$ cat src/hw/rtl/great_circle_initial_bearing_defines.svh
// Assertion macros shared by the RTL
`ifndef GREAT_CIRCLE_INITIAL_BEARING_DEFINES_SVH
`define GREAT_CIRCLE_INITIAL_BEARING_DEFINES_SVH

// same-cycle implication, clocked by i_clk, off during reset
`define GCIB_ASSERT_IMP(lbl, ante, cons, msg) \
    lbl: assert property (@(posedge i_clk) disable iff (!i_rst_n) (ante) |-> (cons)) \
        else $error(msg);

// next-cycle implication
`define GCIB_ASSERT_NXT(lbl, ante, cons, msg) \
    lbl: assert property (@(posedge i_clk) disable iff (!i_rst_n) (ante) |=> (cons)) \
        else $error(msg);

`endif

$ cat src/hw/rtl/gcib_pkg.sv
`timescale 1ns / 1ps
package gcib_pkg;

    localparam int CW        = 36;
    localparam int TABLE_LEN = 40;

    typedef logic signed [CW-1:0] t_cw;

    localparam logic [31:0] HALF_TURN    = 32'h8000_0000;
    localparam logic [31:0] QUARTER_TURN = 32'h4000_0000;
    localparam logic signed [CW-1:0] GAIN_Q30 = 36'sd652032874;
    localparam logic signed [34:0] DEG_TURN   = 35'sd3019898880;
    localparam logic [32:0] RECIP_45          = 33'd6108397933;  // ceil(2^38/45)
    localparam logic [31:0] COURSE_MAX        = 32'd3019898879;

    // arctangent of 2^-i in binary-angle units
    function automatic logic [31:0] atan_entry(input int idx);
        logic [31:0] v;
        unique case (idx)
            0: v = 32'd536870912;   1: v = 32'd316933406;
            2: v = 32'd167458907;   3: v = 32'd85004756;
            4: v = 32'd42667331;    5: v = 32'd21354465;
            6: v = 32'd10679838;    7: v = 32'd5340245;
            8: v = 32'd2670163;     9: v = 32'd1335087;
            10: v = 32'd667544;     11: v = 32'd333772;
            12: v = 32'd166886;     13: v = 32'd83443;
            14: v = 32'd41722;      15: v = 32'd20861;
            16: v = 32'd10430;      17: v = 32'd5215;
            18: v = 32'd2608;       19: v = 32'd1304;
            20: v = 32'd652;        21: v = 32'd326;
            22: v = 32'd163;        23: v = 32'd81;
            24: v = 32'd41;         25: v = 32'd20;
            26: v = 32'd10;         27: v = 32'd5;
            28: v = 32'd3;          29: v = 32'd1;
            30: v = 32'd1;
            default: v = 32'd0;
        endcase
        return v;
    endfunction

endpackage

$ cat src/hw/rtl/gcib_deg2bam.sv
`timescale 1ns / 1ps
// degrees*2^23 -> 32-bit binary angle, round(d*64/45) after mod 360; registered in r_r1, r_k, r_bam
module gcib_deg2bam
    import gcib_pkg::*;
(
    input  logic               i_clk,
    input  logic               i_en,
    input  logic signed [32:0] i_deg,
    output logic        [31:0] o_bam
);

    logic signed [34:0] w_d;
    logic        [31:0] n_r;
    logic        [31:0] r_r1;
    logic        [31:0] r_r2;
    logic        [26:0] r_k;
    logic        [64:0] w_prod;
    logic        [31:0] w_rem_full;
    logic        [5:0]  w_rem;
    logic        [31:0] w_lo_prod;
    logic        [32:0] w_bam;
    logic        [31:0] r_bam;

    // input lies within two turns either way
    always_comb begin
        w_d = 35'(i_deg);
        if (w_d <= -DEG_TURN) begin
            n_r = 32'(w_d + (DEG_TURN <<< 1));
        end else if (w_d < 0) begin
            n_r = 32'(w_d + DEG_TURN);
        end else if (w_d >= DEG_TURN) begin
            n_r = 32'(w_d - DEG_TURN);
        end else begin
            n_r = 32'(w_d);
        end
    end

    assign w_prod = 65'(r_r1) * 65'(RECIP_45);

    // r = 45k + m, so r*64+22 over 45 is 64k + (64m+22)/45
    assign w_rem_full = r_r2 - 32'(32'(r_k) * 32'd45);
    assign w_rem      = w_rem_full[5:0];
    assign w_lo_prod  = (32'({w_rem, 6'b0}) + 32'd22) * 32'd23302;
    assign w_bam      = {r_k, 6'b0} + 33'(w_lo_prod[25:20]);

    always_ff @(posedge i_clk) begin
        if (i_en) begin
            r_r1  <= n_r;
            r_r2  <= r_r1;
            r_k   <= w_prod[64:38];
            r_bam <= w_bam[31:0];
        end
    end

    assign o_bam = r_bam;

endmodule

$ cat config.mk
export PLATFORM = sky130hd
export DESIGN_NAME = gcib_deg2bam
export DESIGN_NICKNAME = d
export VERILOG_FILES = /design/src/hw/rtl/great_circle_initial_bearing_defines.svh /design/src/hw/rtl/gcib_pkg.sv /design/src/hw/rtl/gcib_deg2bam.sv
export SDC_FILE = /design/constraint.sdc
export NUM_CORES = 1
export LEC_CHECK = 0
export BUFFER_PORTS_ARGS = -buffer_cell sky130_fd_sc_hd__buf_4
export CAP_MARGIN = 20
export CORE_ASPECT_RATIO = 1.5
export CORE_UTILIZATION = 59
export CTS_CLUSTER_DIAMETER = 60
export DETAILED_ROUTE_END_ITERATION = 8
export PLACE_DENSITY_LB_ADDON = 0.25
export SLEW_MARGIN = 0
export SYNTH_ARGS = -nofsm -noshare
export SYNTH_HDL_FRONTEND = slang
export SYNTH_SLANG_ARGS = --single-unit
$ cat constraint.sdc
create_clock -name i_clk -period 6.3 [get_ports i_clk]
set_input_delay 1.89 -clock i_clk [delete_from_list [all_inputs] [get_ports i_clk]]
set_output_delay 1.89 -clock i_clk [all_outputs]
set_load 0.05 [all_outputs]
# Word level (Yosys, flattened, before mapping)
# Index checks and enable logic that the tools add are counted.
# op_classes
addsub	6
mul	3
n_lt_le_gt_ge	3
n_mux	3
# op_table
cell	n
$mux 32	3
$mul 32x33->65 const B	1
$add 32x32->32 const B	2
$ge 33x33->1 const B	1
$le 33x33->1 const B	1
$lt 33x1->1 const B	1
$add 32x6->32	1
$sub 32x32->32 const B	1
$mul 27x6->6 const B	1
$mul 13x14->25 const B	1
$add 12x5->13 const B	1
$sub 6x6->6	1
# totals
reg_bits	97
elab_cells	19

# Logic depth before layout (Yosys ltp)
# logic_depth
word_depth	5
depth_mapped	27

# Worst setup path before layout
# No wires, ideal clock.
# synth_timing
path_type	reg2reg
from	reg r_r1[24]
to	reg r_k[12], data pin
setup_ns	0.264
arrival_ns	6.422
required_ns	6.036
slack_ns	-0.386
stages_incl_launch_ff	24
cell_sequence	edfxtp_1 ha_1 fa_1 inv_1 fa_1 inv_1 fa_1 inv_1 fa_1 inv_1 fa_1 fa_1 inv_1 fa_1 inv_1 ha_1 nand2_1 nor3_4 nand2_1 or4_1 o31a_1 and2_4 o31ai_4 xor2_1
# synth_via
elab_chain_cells	1
# synth_rtl
item	line_no	rtl
from (decl)	gcib_deg2bam.sv:14	logic [31:0] r_r1;
from (signal assigned)	gcib_deg2bam.sv:48	r_r1 <= n_r;
$mul 32x33->65	gcib_deg2bam.sv:38	assign w_prod = 65'(r_r1) * 65'(RECIP_45);
net w_prod[50]	gcib_deg2bam.sv:17	logic [64:0] w_prod;
to (signal assigned)	gcib_deg2bam.sv:50	r_k <= w_prod[64:38];
to (decl)	gcib_deg2bam.sv:16	logic [26:0] r_k;
# The timed path passes the listed nets, and every way through them passes these cells.
# A chain may end at the register's enable or synchronous reset.

# Final worst setup path
# layout_timing
from	reg r_r1[25]
to	reg r_k[23], data pin
# Same word-level chain as after synthesis.

==> metrics.csv <==
metric,value,unit
outcome,"complete, but fails checks",
violations,setup timing,
clk_latency,390,ps
netlist.area_leader.share,31.67,%
setup_viol,26,
critPathBufInv,8,
synth_top_area_cell,fa_1,
synth_warnings,0,
tritoncts,built,
synth_edf_count,96,
fin_nets,2957,
hold_viol_final,0,
met2_length,29.97,mm
dr.max_layer_used,met4,
nFillCells,2168,
io_buffers,66,
maxCapViolCount,0,
cts_buffers,9,
skew,13.27,ps
cp_data_required_time,6450,ps
grt_pass1_wl,81.69,mm
path_max_fanout,4,
layout-drive-gt1-share,29.18,%
slowest_delay,570,ps
grt_max_degree,54,
final_common_cell,inv_1,
setup_ws,-739.4,ps
drt_iter0_drc,639,
rsz0062_at_grt,true,
worst_pin_slew,733.0,ps
drt-pass1-iter-count,5,
cpMaxStageDelayCell,fa_1,
rr_worst_depth,25,
cts.sinks,96,
yosysSeqAreaShare,15.46,%
final_area,23840,um2
synth_ff_type,edfxtp_1,
row_count,79,
area_growth,27.82,%
finish.utilization,76.80,%
holdBufCountCts,0,
die_w,147.2,um
fin_hold_ws,424.8,ps
dieHeight,219.7,um
worstSetupPathDepth,25,
die-area,32340,um2
ios,67,
drc,0,
drt_wl_total,54.77,mm
grt-ovfl-total,0,
crit_type,reg2reg,
clockBufferDepth,2,
synth.distinct_cells,63,
maxSlewHeadroom,51.14,%
grt_pass1_vias,15347,
cp_top_family,adder cells,
syn_avg_cell_area,10.37,um2
synth_area_leaders,"fa_1, ha_1, edfxtp_1",
min_period,7039,ps
place_area,22230,um2
drv_slew,0,
fmax,0.1421,GHz
cts-root-buf,clkbuf_16,
synthesis.nets,2523,
fin_tns_setup,-12850,ps
fin_crit_sh,111.7,%
drt-met1-wl,19.25,mm
hp-class,reg2reg,
cp.arrival,7190,ps
clkTransAtPathRegs,90,ps
htree_levels,3,
routed_via_density,5.431,
syn-cell-area,18650,um2
track_usage,34.38,%
hold_depth,0,
dp_hpwl,47.36,mm
cp_common_cell,fa_1,
end_kind,register,
startpoint_type,register,
async_reset_ff_share,0,%
final_antenna_net_count,0,
initial_core_util,60.08,%
grt_antenna_before_repair,0,
final_cell_mix,"inv_1, buf_4, ha_1",
diodes,0,
ys_ff_latch,96,
coreArea,31040,um2
num_vias,14354,
synth_cells,1799,
place.gp.congestion,0.9936,
wl_per_cell,20.72,um
met3_length,1.465,mm
[layout make-up]
class                      count  area (um2)  share of cell area, %
inverter                     562        2120                  8.892
multi-input combinational   1136       14720                  61.75
timing repair buffer         428        3288                  13.80
clock inverter                 7       93.84                 0.3937
clock buffer                   9       225.2                 0.9449
sequential                    96        2883                  12.09
tap                          405       506.7                  2.126
[flip-flops by register name (all words and copies together) (netlist names)]
register	flops
r_k	26
r_r2	6
o_bam	32
r_r1	32
[synth_stat cells, drive strengths merged, types with 10 or more instances]
master	n
o21ai	49
nor3	10
a31oi	10
ha	394
xnor2	39
xor2	18
nand2	54
nand4	12
inv	561
a21o	29
fa	295
edfxtp	96
nand3	14
o21bai	14
a21oi	80
nor2	29
[logic make-up after synthesis]
kind of cell | count (synthesis) | synth area share (%)
fa+ha+maj | 689 | 58.11
buf+inv | 567 | 11.41
compound gates | 222 | 7.535
simple gates | 163 | 4.529
flops | 96 | 15.46
xor+xnor | 57 | 2.677
mux | 5 | 0.2818
[metal layers]
metal,up-vias,track usage (%)
met5,-,0
met1,7211,35.59
li1,6604,-
met2,359,65.49
met3,180,3.602
met4,0,22.03
[final timing paths]
kind                 startpoint                  end  slack [ps]
max          r_r1[25]$_DFFE_PP_    r_k[23]$_DFFE_PP_        -740
min           r_k[12]$_DFFE_PP_  o_bam[18]$_DFFE_PP_         420
max reg2reg  r_r1[25]$_DFFE_PP_    r_k[23]$_DFFE_PP_        -740
min reg2reg   r_k[12]$_DFFE_PP_  o_bam[18]$_DFFE_PP_         420
[through the flow]
| stage | cells | worst slack (ps) |
|---|---|---|
| after detailed placement | 2575 | -747.4 |
| final | 2643 | -739.4 |
| after CTS | 2623 | -556.9 |
| after global placement | 2575 | -721.2 |
| after global routing | 2643 | -890.1 |
| after floorplan | 1799 | -115.1 |
[timing repair]
action	CTS	global route
endpoints found under the setup margin	27	29
resized for setup	103	116
gates cloned	0	0
pin swaps	80	113
buffers inserted	33	24
Power is left out: the tool's default activity adds up to more than one toggle a clock period on the data nets, which glitch-free logic cannot reach.
